===== config.mk =====
export PLATFORM = sky130hd
export DESIGN_NAME = html_top_level_class_injector
export DESIGN_NICKNAME = d
export VERILOG_FILES = /design/src/rtl/htci_pkg.sv /design/src/rtl/htci_front.sv /design/src/rtl/htci_fifo.sv /design/src/rtl/htci_back.sv /design/src/rtl/html_top_level_class_injector.sv
export SDC_FILE = /design/constraint.sdc
export NUM_CORES = 1
export LEC_CHECK = 0
export BUFFER_PORTS_ARGS = -buffer_cell sky130_fd_sc_hd__buf_2
export CORE_UTILIZATION = 50
export DETAILED_ROUTE_END_ITERATION = 10
export PLACE_DENSITY = 0.67
export RECOVER_POWER = 100
export SLEW_MARGIN = 20
export SYNTH_ARGS = -nofsm -noshare
export SYNTH_HDL_FRONTEND = slang
export SYNTH_SLANG_ARGS = --single-unit

===== constraint.sdc =====
create_clock -name clk -period 16.5 [get_ports clk]
set_input_delay 3.3 -clock clk [delete_from_list [all_inputs] [get_ports clk]]
set_output_delay 3.3 -clock clk [all_outputs]
set_load 0.1 [all_outputs]

===== src/rtl/htci_pkg.sv =====
// shared types and constants for the html class injector
// no dependencies
`timescale 1ns / 1ps
package htci_pkg;

  typedef enum logic [3:0] {
    M_NORMAL  = 4'd0,
    M_LT      = 4'd1,
    M_PCOM    = 4'd2,
    M_PCDATA  = 4'd3,
    M_PDOC    = 4'd4,
    M_PXML    = 4'd5,
    M_NAME    = 4'd6,
    M_TAG     = 4'd7,
    M_ANAME   = 4'd8,
    M_AEQ     = 4'd9,
    M_AVAL    = 4'd10,
    M_CLOSE   = 4'd11,
    M_SKIP    = 4'd12,
    M_COMMENT = 4'd13,
    M_CDATA   = 4'd14
  } mode_t;

  typedef enum logic [1:0] {
    INS_NONE  = 2'd0,
    INS_PRE   = 2'd1,
    INS_POST  = 2'd2,
    INS_SPACE = 2'd3
  } ins_t;

  localparam logic [1:0] CFG_NS_LENGTH = 2'd0;
  localparam logic [1:0] CFG_NS_LOW    = 2'd1;
  localparam logic [1:0] CFG_NS_HIGH   = 2'd2;

  localparam logic [3:0] SC_SCAN   = 4'd0;
  localparam logic [3:0] SC_ONE    = 4'd1;
  localparam logic [3:0] SC_TWO    = 4'd2;
  localparam logic [3:0] ATTR_DONE = 4'd15;

  // queued work between classifier and emitter
  typedef struct packed {
    logic [7:0] data;
    ins_t       ins;
    logic       last;
    logic       bad;
  } cmd_t;

  function automatic logic is_ws(input logic [7:0] b);
    return b == 8'h20 || b == 8'h09 || b == 8'h0d || b == 8'h0a;
  endfunction

  function automatic logic [7:0] cdata_char(input logic [3:0] k);
    case (k)
      4'd0: return "!";
      4'd1: return "[";
      4'd2: return "C";
      4'd3: return "D";
      4'd4: return "A";
      4'd5: return "T";
      4'd6: return "A";
      4'd7: return "[";
      default: return 8'h00;
    endcase
  endfunction

  function automatic logic [7:0] doc_char(input logic [3:0] k);
    case (k)
      4'd0: return "!";
      4'd1: return "D";
      4'd2: return "O";
      4'd3: return "C";
      4'd4: return "T";
      4'd5: return "Y";
      4'd6: return "P";
      4'd7: return "E";
      default: return 8'h00;
    endcase
  endfunction

  function automatic logic [7:0] xml_char(input logic [3:0] k);
    case (k)
      4'd0: return "?";
      4'd1: return "x";
      4'd2: return "m";
      4'd3: return "l";
      default: return 8'h00;
    endcase
  endfunction

  function automatic logic [7:0] com_char(input logic [3:0] k);
    case (k)
      4'd0: return "!";
      4'd1: return "-";
      4'd2: return "-";
      default: return 8'h00;
    endcase
  endfunction

  function automatic logic [7:0] class_char(input logic [3:0] k);
    case (k)
      4'd0: return "c";
      4'd1: return "l";
      4'd2: return "a";
      4'd3: return "s";
      4'd4: return "s";
      default: return 8'h00;
    endcase
  endfunction

endpackage


===== src/rtl/htci_front.sv =====
// classifier: parses one byte per cycle while take is high and decides the insertion kind
// depends on htci_pkg
`timescale 1ns / 1ps
module htci_front #(
  parameter int TAG_BUF     = 8,
  parameter int DEPTH_WIDTH = 16
) (
  input  logic           clk,
  input  logic           rst,
  input  logic           take,
  input  logic [7:0]     in_byte,
  input  logic           is_last,
  output htci_pkg::cmd_t cmd
);

  localparam int CW = $clog2(TAG_BUF + 2);
  localparam int IW = $clog2(TAG_BUF);
  localparam int DW = DEPTH_WIDTH + 1;

  htci_pkg::mode_t parse_mode, parse_mode_next;
  logic [3:0]      match_progress, match_progress_next;
  logic signed [DW-1:0] nesting_depth, nesting_depth_next;
  logic [7:0]      tag_name_store [TAG_BUF];
  logic [CW-1:0]   tag_name_count, tag_name_count_next;
  logic            tag_had_class, tag_had_class_next;
  logic            attr_is_class, attr_is_class_next;
  logic            value_pending, value_pending_next;
  logic [7:0]      quote_char, quote_char_next;
  logic [7:0]      previous_byte;
  logic            wr_en;
  logic [CW-1:0]   wr_idx;
  htci_pkg::ins_t  ins;

  function automatic logic word_is(input logic [7:0] st [TAG_BUF], input logic [CW-1:0] n,
                                   input logic [63:0] w, input int len);
    logic ok;
    ok = (n == CW'(len));
    for (int i = 0; i < 8; i++) begin
      if (i < len && i < TAG_BUF && st[i] != w[8*(7-i) +: 8]) ok = 1'b0;
    end
    return ok;
  endfunction

  logic ignored;
  always_comb begin
    ignored = word_is(tag_name_store, tag_name_count, {"html", 32'h0}, 4)
      || word_is(tag_name_store, tag_name_count, {"head", 32'h0}, 4)
      || word_is(tag_name_store, tag_name_count, {"base", 32'h0}, 4)
      || word_is(tag_name_store, tag_name_count, {"meta", 32'h0}, 4)
      || word_is(tag_name_store, tag_name_count, {"title", 24'h0}, 5)
      || word_is(tag_name_store, tag_name_count, {"link", 32'h0}, 4)
      || word_is(tag_name_store, tag_name_count, {"script", 16'h0}, 6)
      || word_is(tag_name_store, tag_name_count, "noscript", 8)
      || word_is(tag_name_store, tag_name_count, {"style", 24'h0}, 5);
  end

  localparam logic signed [DW-1:0] DMAX = {1'b0, {DEPTH_WIDTH{1'b1}}};
  localparam logic signed [DW-1:0] DMIN = {1'b1, {DEPTH_WIDTH{1'b0}}};

  always_comb begin
    htci_pkg::mode_t m;
    logic again;
    logic [7:0] b;
    logic [7:0] pc;
    logic [3:0] plen;
    htci_pkg::mode_t pnm;
    logic [3:0] pnp;
    logic [3:0] s;
    logic [7:0] mark;
    m = parse_mode;
    b = in_byte;
    match_progress_next = match_progress;
    nesting_depth_next  = nesting_depth;
    tag_name_count_next = tag_name_count;
    tag_had_class_next  = tag_had_class;
    attr_is_class_next  = attr_is_class;
    value_pending_next  = value_pending;
    quote_char_next     = quote_char;
    wr_en  = 1'b0;
    wr_idx = tag_name_count;
    ins    = htci_pkg::INS_NONE;
    pc = 8'h00; plen = 4'd0; pnm = htci_pkg::M_NORMAL; pnp = 4'd0;
    s = 4'd0; mark = 8'h00;
    again = 1'b1;
    // a byte is processed in at most four passes as modes fall through
    for (int it = 0; it < 4; it++) begin
      if (again) begin
        again = 1'b0;
        if (m == htci_pkg::M_PCDATA || m == htci_pkg::M_PDOC || m == htci_pkg::M_PXML ||
            (m == htci_pkg::M_PCOM && match_progress_next > 4'd1)) begin
          case (m)
            htci_pkg::M_PCDATA: begin
              pc = htci_pkg::cdata_char(match_progress_next); plen = 4'd8;
              pnm = htci_pkg::M_CDATA; pnp = htci_pkg::SC_SCAN;
            end
            htci_pkg::M_PDOC: begin
              pc = htci_pkg::doc_char(match_progress_next); plen = 4'd8;
              pnm = htci_pkg::M_SKIP; pnp = 4'd0;
            end
            htci_pkg::M_PXML: begin
              pc = htci_pkg::xml_char(match_progress_next); plen = 4'd4;
              pnm = htci_pkg::M_SKIP; pnp = 4'd0;
            end
            default: begin
              pc = htci_pkg::com_char(match_progress_next); plen = 4'd3;
              pnm = htci_pkg::M_COMMENT; pnp = htci_pkg::SC_TWO;
            end
          endcase
          if (match_progress_next < plen && b == pc) begin
            wr_en = 1'b1;
            if (match_progress_next + 4'd1 >= plen) begin
              m = pnm; match_progress_next = pnp;
            end else begin
              match_progress_next = match_progress_next + 4'd1;
            end
          end else begin
            m = htci_pkg::M_NAME; again = 1'b1;
          end
        end else begin
          case (m)
            htci_pkg::M_NORMAL: begin
              if (b == "<") begin
                m = htci_pkg::M_LT; tag_name_count_next = '0; match_progress_next = '0;
              end
            end
            htci_pkg::M_LT: begin
              if (b == "/") m = htci_pkg::M_CLOSE;
              else if (b == "!") begin
                wr_en = 1'b1; m = htci_pkg::M_PCOM; match_progress_next = 4'd1;
              end else if (b == "?") begin
                wr_en = 1'b1; m = htci_pkg::M_PXML; match_progress_next = 4'd1;
              end else begin
                m = htci_pkg::M_NAME; again = 1'b1;
              end
            end
            htci_pkg::M_PCOM: begin
              if (b == "[") begin
                wr_en = 1'b1; m = htci_pkg::M_PCDATA; match_progress_next = 4'd2;
              end else if (b == "D") begin
                wr_en = 1'b1; m = htci_pkg::M_PDOC; match_progress_next = 4'd2;
              end else if (b == "-") begin
                wr_en = 1'b1; match_progress_next = 4'd2;
              end else begin
                m = htci_pkg::M_NAME; again = 1'b1;
              end
            end
            htci_pkg::M_NAME: begin
              if (htci_pkg::is_ws(b) || b == ">" || b == "/") begin
                m = htci_pkg::M_TAG; again = 1'b1;
              end else wr_en = 1'b1;
            end
            htci_pkg::M_TAG: begin
              if (b == "/" || b == ">") begin
                if (nesting_depth_next == '0 && !tag_had_class_next && !ignored) begin
                  if (b == "/" && htci_pkg::is_ws(previous_byte)) ins = htci_pkg::INS_POST;
                  else ins = htci_pkg::INS_PRE;
                end
                tag_had_class_next = 1'b0;
                value_pending_next = 1'b0;
                if (b == "/") m = htci_pkg::M_SKIP;
                else begin
                  if (nesting_depth_next != DMAX) nesting_depth_next = nesting_depth_next + 1'b1;
                  m = htci_pkg::M_NORMAL;
                end
              end else if (!htci_pkg::is_ws(b)) begin
                attr_is_class_next = 1'b0; match_progress_next = '0;
                m = htci_pkg::M_ANAME; again = 1'b1;
              end
            end
            htci_pkg::M_ANAME: begin
              if (b == "=") m = htci_pkg::M_AEQ;
              else if (match_progress_next < 4'd5) begin
                if (b == htci_pkg::class_char(match_progress_next)) begin
                  if (match_progress_next == 4'd4) begin
                    attr_is_class_next = 1'b1; tag_had_class_next = 1'b1;
                    match_progress_next = htci_pkg::ATTR_DONE;
                  end else match_progress_next = match_progress_next + 4'd1;
                end else match_progress_next = htci_pkg::ATTR_DONE;
              end
            end
            htci_pkg::M_AEQ: begin
              if (b == 8'h27 || b == 8'h22) begin
                quote_char_next = b; value_pending_next = 1'b1; m = htci_pkg::M_AVAL;
              end
            end
            htci_pkg::M_AVAL: begin
              if (b == quote_char_next) begin
                if (attr_is_class_next && nesting_depth_next == '0) ins = htci_pkg::INS_SPACE;
                attr_is_class_next = 1'b0; m = htci_pkg::M_TAG;
              end
            end
            htci_pkg::M_CLOSE: begin
              if (b == ">") begin
                if (nesting_depth_next != DMIN) nesting_depth_next = nesting_depth_next - 1'b1;
                value_pending_next = 1'b0; m = htci_pkg::M_NORMAL;
              end
            end
            htci_pkg::M_SKIP: if (b == ">") m = htci_pkg::M_NORMAL;
            htci_pkg::M_COMMENT, htci_pkg::M_CDATA: begin
              mark = (m == htci_pkg::M_COMMENT) ? "-" : "]";
              s = match_progress_next;
              if (s == htci_pkg::SC_TWO && b == ">") begin
                m = htci_pkg::M_NORMAL; match_progress_next = '0;
              end else begin
                if (s == htci_pkg::SC_TWO) s = htci_pkg::SC_SCAN;
                if (s == htci_pkg::SC_ONE)
                  match_progress_next = (b == mark) ? htci_pkg::SC_TWO : htci_pkg::SC_SCAN;
                else
                  match_progress_next = (b == mark) ? htci_pkg::SC_ONE : htci_pkg::SC_SCAN;
              end
            end
            default: m = htci_pkg::M_NORMAL;
          endcase
        end
        if (wr_en) begin
          wr_idx = tag_name_count_next;
          if (tag_name_count_next <= CW'(TAG_BUF))
            tag_name_count_next = tag_name_count_next + 1'b1;
        end
      end
    end
    parse_mode_next = m;
  end

  logic bad;
  assign bad = parse_mode_next != htci_pkg::M_NORMAL || nesting_depth_next != '0 ||
               attr_is_class_next || value_pending_next;

  always_ff @(posedge clk) begin
    if (take && wr_en && wr_idx < CW'(TAG_BUF)) tag_name_store[wr_idx[IW-1:0]] <= in_byte;
    if (take) begin
      cmd.data <= in_byte;
      cmd.ins  <= ins;
      cmd.last <= is_last;
      cmd.bad  <= is_last && bad;
    end
  end

  always_ff @(posedge clk) begin
    if (rst || (take && is_last)) begin
      parse_mode     <= htci_pkg::M_NORMAL;
      match_progress <= '0;
      nesting_depth  <= '0;
      tag_name_count <= '0;
      tag_had_class  <= 1'b0;
      attr_is_class  <= 1'b0;
      value_pending  <= 1'b0;
      quote_char     <= '0;
      previous_byte  <= '0;
    end else if (take) begin
      parse_mode     <= parse_mode_next;
      match_progress <= match_progress_next;
      nesting_depth  <= nesting_depth_next;
      tag_name_count <= tag_name_count_next;
      tag_had_class  <= tag_had_class_next;
      attr_is_class  <= attr_is_class_next;
      value_pending  <= value_pending_next;
      quote_char     <= quote_char_next;
      previous_byte  <= in_byte;
    end
  end

endmodule


===== src/rtl/htci_fifo.sv =====
// small command queue between classifier and emitter
// depends on htci_pkg
`timescale 1ns / 1ps
module htci_fifo #(
  parameter int DEPTH = 4
) (
  input  logic           clk,
  input  logic           rst,
  input  logic           wr,
  input  htci_pkg::cmd_t wdata,
  input  logic           rd,
  output htci_pkg::cmd_t rdata,
  output logic           full,
  output logic           empty
);

  localparam int AW = $clog2(DEPTH);

  htci_pkg::cmd_t mem [DEPTH];
  logic [AW-1:0] wp, rp;
  logic [AW:0]   count;

  assign full  = count == (AW+1)'(DEPTH);
  assign empty = count == '0;
  assign rdata = mem[rp];

  always_ff @(posedge clk) begin
    if (wr && !full) mem[wp] <= wdata;
  end

  always_ff @(posedge clk) begin
    if (rst) begin
      wp <= '0; rp <= '0; count <= '0;
    end else begin
      if (wr && !full) wp <= (wp == AW'(DEPTH - 1)) ? '0 : wp + 1'b1;
      if (rd && !empty) rp <= (rp == AW'(DEPTH - 1)) ? '0 : rp + 1'b1;
      count <= count + (AW+1)'(wr && !full) - (AW+1)'(rd && !empty);
    end
  end

endmodule


===== src/rtl/htci_back.sv =====
// emitter: expands one command into its output bytes, one per pop
// depends on htci_pkg
`timescale 1ns / 1ps
module htci_back #(
  parameter int NS_MAX = 16
) (
  input  logic           clk,
  input  logic           rst,
  input  htci_pkg::cmd_t cmd,
  input  logic           cmd_valid,
  output logic           cmd_take,
  input  logic [4:0]     ns_length,
  input  logic [127:0]   ns_chars,
  output logic           empty,
  input  logic           pop,
  output logic [7:0]     out_byte,
  output logic           last_of_run,
  output logic           status_valid,
  output logic           end_status
);

  logic [4:0] pos;
  logic [4:0] nlen;
  logic [4:0] total;
  logic [4:0] ci;
  logic [7:0] ch;

  assign nlen = (ns_length > 5'(NS_MAX)) ? 5'(NS_MAX) : ns_length;

  always_comb begin
    case (cmd.ins)
      htci_pkg::INS_PRE:   total = nlen + 5'd9;
      htci_pkg::INS_POST:  total = nlen + 5'd9;
      htci_pkg::INS_SPACE: total = nlen + 5'd1;
      default:             total = 5'd0;
    endcase
  end

  always_comb begin
    ci = '0;
    ch = cmd.data;
    if (pos < total) begin
      case (cmd.ins)
        htci_pkg::INS_PRE: begin
          if (pos < 5'd8) ch = htci_pkg::class_char(4'(pos) - 4'd1);
          else if (pos < nlen + 5'd8) begin
            ci = pos - 5'd8; ch = ns_chars[8*ci[3:0] +: 8];
          end else ch = 8'h22;
          if (pos == 5'd0) ch = " ";
          else if (pos == 5'd6) ch = "=";
          else if (pos == 5'd7) ch = 8'h22;
        end
        htci_pkg::INS_POST: begin
          if (pos < 5'd5) ch = htci_pkg::class_char(4'(pos));
          else if (pos == 5'd5) ch = "=";
          else if (pos == 5'd6) ch = 8'h22;
          else if (pos < nlen + 5'd7) begin
            ci = pos - 5'd7; ch = ns_chars[8*ci[3:0] +: 8];
          end else if (pos == nlen + 5'd7) ch = 8'h22;
          else ch = " ";
        end
        htci_pkg::INS_SPACE: begin
          if (pos == 5'd0) ch = " ";
          else begin
            ci = pos - 5'd1; ch = ns_chars[8*ci[3:0] +: 8];
          end
        end
        default: ch = cmd.data;
      endcase
    end
  end

  logic fin;
  assign fin          = pos == total;
  assign empty        = !cmd_valid;
  assign out_byte     = ch;
  assign last_of_run  = fin;
  assign status_valid = fin && cmd.last;
  assign end_status   = fin && cmd.bad;
  assign cmd_take     = cmd_valid && pop && fin;

  always_ff @(posedge clk) begin
    if (rst) pos <= '0;
    else if (cmd_valid && pop) pos <= fin ? '0 : pos + 1'b1;
  end

endmodule


===== src/rtl/html_top_level_class_injector.sv =====
// top level of the html class injector: config registers, classifier, queue, emitter
// depends on htci_pkg, htci_front, htci_fifo, htci_back
`timescale 1ns / 1ps
// Bytes stream in through push/full and out through empty/pop, one per cycle each
// side when not stalled. A taken byte is registered in the classifier stage, then
// queued. A byte that opens a namespace insertion yields n+10 results (n+2 for
// the closing quote of a class value), where n is ns_length capped at NS_MAX; the
// emitter sends them one per cycle while pop is high. Meanwhile the classifier
// keeps taking bytes until its output stage and the 4-entry command queue are both
// full, then full stays high until the emitter frees a queue slot. Plain text
// sustains one byte per cycle when not stalled. Config writes are always ready.
module html_top_level_class_injector #(
  parameter int NS_MAX      = 16,
  parameter int TAG_BUF     = 8,
  parameter int DEPTH_WIDTH = 16
) (
  input  logic        clk,
  input  logic        rst,
  input  logic        push,
  output logic        full,
  input  logic [7:0]  in_byte,
  input  logic        is_last,
  output logic        empty,
  input  logic        pop,
  output logic [7:0]  out_byte,
  output logic        last_of_run,
  output logic        status_valid,
  output logic        end_status,
  input  logic        cfg_valid,
  output logic        cfg_ready,
  input  logic [1:0]  cfg_index,
  input  logic [63:0] cfg_data
);

  logic [4:0]  ns_length;
  logic [63:0] ns_chars_low, ns_chars_high;

  assign cfg_ready = 1'b1;

  always_ff @(posedge clk) begin
    if (rst) begin
      ns_length <= 5'd1; ns_chars_low <= '0; ns_chars_high <= '0;
    end else if (cfg_valid) begin
      case (cfg_index)
        htci_pkg::CFG_NS_LENGTH: ns_length     <= cfg_data[4:0];
        htci_pkg::CFG_NS_LOW:    ns_chars_low  <= cfg_data;
        htci_pkg::CFG_NS_HIGH:   ns_chars_high <= cfg_data;
        default: ;
      endcase
    end
  end

  logic take;
  logic cmd_in_valid;
  htci_pkg::cmd_t fcmd, qcmd;
  logic q_full, q_empty, q_take;

  assign full = q_full && cmd_in_valid;
  assign take = push && !full;

  htci_front #(.TAG_BUF(TAG_BUF), .DEPTH_WIDTH(DEPTH_WIDTH)) u_front (
    .clk, .rst, .take, .in_byte, .is_last, .cmd(fcmd)
  );

  // the front register is a stage; it drains into the queue
  always_ff @(posedge clk) begin
    if (rst) cmd_in_valid <= 1'b0;
    else if (take) cmd_in_valid <= 1'b1;
    else if (!q_full) cmd_in_valid <= 1'b0;
  end

  htci_fifo #(.DEPTH(4)) u_fifo (
    .clk, .rst, .wr(cmd_in_valid && !q_full), .wdata(fcmd), .rd(q_take),
    .rdata(qcmd), .full(q_full), .empty(q_empty)
  );

  htci_back #(.NS_MAX(NS_MAX)) u_back (
    .clk, .rst, .cmd(qcmd), .cmd_valid(!q_empty), .cmd_take(q_take),
    .ns_length, .ns_chars({ns_chars_high, ns_chars_low}),
    .empty, .pop, .out_byte, .last_of_run, .status_valid, .end_status
  );

  a_status_on_last: assert property (@(posedge clk) disable iff (rst)
    status_valid |-> last_of_run) else $error("status without last");
  a_bad_needs_status: assert property (@(posedge clk) disable iff (rst)
    end_status |-> status_valid) else $error("end status without valid");
  a_no_push_when_full: assert property (@(posedge clk) disable iff (rst)
    full |-> cmd_in_valid) else $error("full without pending command");

endmodule

==> impl_metrics.ini <==
[power]
power_leakage_nw = 8.36
ir_worst_vdd_mv = 0.0858
pwr_density_cell_nw_per_um2 = 98.5
power_mw = 2.38

[clock_network]
cts_root_buffer = sky130_fd_sc_hd__clkbuf_16
clk_pin_slew_ns = 0.06
cts_resized = 0
cts-root-to-sink-buffers = 3
clkLatencyLatePin_ns = 0.57
tritoncts_clock_tree = yes
post_cts.repair.setup_buffers = 0
cts_inserted_buffers = 38
cts_sinks = 332
cts-htree-levels = 2
cts.hold.buffers_added = 0

[drt]
vias_per_cell = 6.58
routed_wl_mm = 72.3
num_vias = 20350
drt_iter0_markers = 2222
first_pass_detailed_route_iteration_total = 6
detail-route-antenna-nets = 0
route.detailed.drc = 0
route.detailed.wl_per_inst_um = 23.4

[setup_path]
path_class = reg2out
timing.critical_path.to_type = output pin
critical_path.reg2reg.startpoint = u_front.parse_mode[1]$_SDFFE_PP0P_
timing.reg2reg.setup_slack_ns = 8.53
worstPathMaxFanout = 58
critical_path.max_stage_delay_ns = 2.65
worst_path_max_delay_cell = sky130_fd_sc_hd__ha_1
worst_ep_required_time_ns = 13.20
path_delay_family = adder cells
crit_buf_inv = 2
worstRegToRegCells = 23
worstSetupStartpointType = flip-flop
worst-endpoint-arrival_ns = 8.44
worstPathCellList = inv_1 -> ha_1 -> mux4_2 -> nand2_1 -> and3_1 -> a21oi_1 -> a221oi_1 -> o21ai_0 -> clkbuf_1

[synth]
yosys.area.top_type_share_pct = 18.7
ys_top_cells_by_count = sky130_fd_sc_hd__nand2_1 (442), sky130_fd_sc_hd__a21oi_1 (230), sky130_fd_sc_hd__dfxtp_1 (208)
syn-num-nets = 2626
synthTopCellsByArea = sky130_fd_sc_hd__dfxtp_1 (19%), sky130_fd_sc_hd__edfxtp_1 (17%), sky130_fd_sc_hd__mux4_2 (11%)
yosys_warnings = 0
unique_masters_post_synth = 104
count_of_flip_flops_with_a_built_in_enable_after_synthesis = 124
synthMostInstantiatedCell = sky130_fd_sc_hd__nand2_1
post_synth.cell_area_avg_um2 = 9.00
dominantRegCellSynth = sky130_fd_sc_hd__dfxtp_1
post_synthesis_register_bit_count = 332
postSynthCellCount = 2479
synth_async_sr_flop_share_pct = 0
yosys.area.top_type = sky130_fd_sc_hd__dfxtp_1
netlist_area_before_placement_um2 = 22300
sequential_area_share_after_synthesis_pct = 35.4

[min_path]
min-delay-start = u_front.previous_byte[2]$_SDFFE_PP0P_
min_delay_worst_endpoint = u_front.previous_byte[2]$_SDFFE_PP0P_
hold_path_class = reg2reg
timing.hold.worst_path_depth = 2

[timing]
endpoints_failing_setup = 0
layout_min_cycle_time_ns = 11.74
post-route-period-util_pct = 71.2
tightestPinTransition_ns = 4.25
timing.fmax_mhz = 85.2
max_slew_margin_pct = -183
clock-skew-final_ns = 0.0230
finalHoldViolCount = 0
sum_neg_setup_slack_ns = 0
timing_max_transition_violations_final = 372
grt_setup_unrepaired = false

[die]
top_level_ports = 94
design.core.area_um2 = 44100
placementRows = 77
floorplan.die.width_um = 213
die_area_um2 = 45500
die_y_um = 213
initial_utilization_pct = 50.5

[grt]
pin_count_of_the_biggest_net_entering_global_routing = 99
gr_usage_total_pct = 31.5
groute.layer.met3.usage_pct = 4.47
first_global_vias = 19260
grt_antenna_before_repair = 2
met2_demand_to_capacity_share_in_global_routing_pct = 52.1
gr_busiest_metal = met2
globalRoute.totalOverflow = 0
grt.met1_usage_pct = 39.6
first_pass_grt_wire_length_mm = 110

[layout]
final_core_util_pct = 54.7
num-fill-cells = 4019
post_layout_nets = 2618
area_growth_pct = 8.26
layout-drive-gt1-share_pct = 13.1

[place]
buffer_ports.inserted = 92
detailedPlacementHpwl_mm = 50.8
gpl.final_weighted_congestion = 0.952

[run]
drv.max_cap_violation_count = 8

[status]
failing_checks = capacitance limit, slew limit
outcome = finished with violations
==> power by group <==
part / internal (mW) / switching, mW
Combinational: 0.220 / 0.400
Clock: 0.470 / 0.355
Sequential: 0.885 / 0.0469
Total: 1.58 / 0.802
==> flip-flops by register name, summed over array words and instances, names as in the netlist, named ones only <==
register and flops:
u_fifo.mem 48, u_front.quote_char 8, u_back.pos 5, u_front.parse_mode 4
u_front.tag_name_store 64, ns_chars_high 64, u_fifo.wp 2, u_front.attr_is_class 1
u_front.nesting_depth 17, u_fifo.count 3, u_front.value_pending 1, ns_chars_low 64
u_front.previous_byte 8, u_front.cmd 12, cmd_in_valid 1, u_front.tag_had_class 1
u_front.match_progress 4, u_fifo.rp 2, ns_length 5, u_front.tag_name_count 4
==> cell type report <==
cell class	count	area, um2	area share (%)
Clock inverter	18	173	0.715
Tap cell	592	741	3.07
Antenna cell	1	2.50	0.0104
Multi-Input combinational cell	1905	13400	55.5
Inverter	70	263	1.09
Timing Repair Buffer	124	659	2.73
Sequential cell	332	7890	32.7
Clock buffer	49	1010	4.20
==> layer usage <==
layer  vias to the layer above  routed length (um)
met3                       223                5600
met2                      1028               33800
li1                       9253                   -
met4                         2                3980
met5                         -                  14
met1                      9844               28900
==> worst max path at each step <==
| stage | start | to | cells after the start |
|---|---|---|---|
| 6_report | u_back.pos[0]$_SDFFE_PP0P_ | out_byte[2] | 9 |
| 2_1_floorplan | u_back.pos[0]$_SDFFE_PP0P_ | out_byte[0] | 14 |
| 3_5_place_dp | in_byte[4] | u_front.cmd[0]$_DFFE_PP_ | 18 |
| 5_1_grt | u_back.pos[0]$_SDFFE_PP0P_ | out_byte[2] | 9 |
| 3_3_place_gp | in_byte[4] | u_front.cmd[0]$_DFFE_PP_ | 22 |
| 4_1_cts | in_byte[4] | u_front.cmd[0]$_DFFE_PP_ | 18 |
==> cells in the final DEF (no fill, tap or decap), drive strengths merged, types with 39 or more instances in the layout <==
cell type / n
nor2: 143
nand3: 64
nor3: 64
o21ai: 85
edfxtp: 124
mux2i: 39
ha: 66
mux4: 111
clkbuf: 75
dfxtp: 208
a21oi: 230
nand2: 442
buf: 98
inv: 75
==> stage by stage <==
stage / setup slack [ns] / instances / hold WS (ns) / cell area (um2)
detailed placement: 6.65 / 3023 / 0.456 / 23100
floorplan: 7.07 / 2479 / 0.436 / 22300
CTS: 7.21 / 3090 / 0.464 / 24300
global route: 4.13 / 3090 / 0.483 / 24100
global placement: 6.79 / 3023 / 0.450 / 23100
finish: 4.76 / 3091 / 0.463 / 24100
==> kinds of logic (layout without fill, tap and decap cells) <==
group	count (synthesis)	count (layout)	synth area share [%]
and+or+nand+nor	1060	1060	24.4
xor gates and xnor gates	46	46	1.81
AOI/OAI and AO/OA	569	569	16.7
buffers and inverters	242	261	4.29
adders and majority gates	68	68	3.84
other	1	2	0.0168
muxes	161	161	13.5
DFF	332	332	35.4
==> tightest hold or removal path, delay by kind of cell, from the launching register on <==
family / cells / cell delay, ns
compound gates: 1 / 0.05
flops: 1 / 0.31
simple gates: 1 / 0.05
Note: power is estimated with default switching activity, not from simulation.
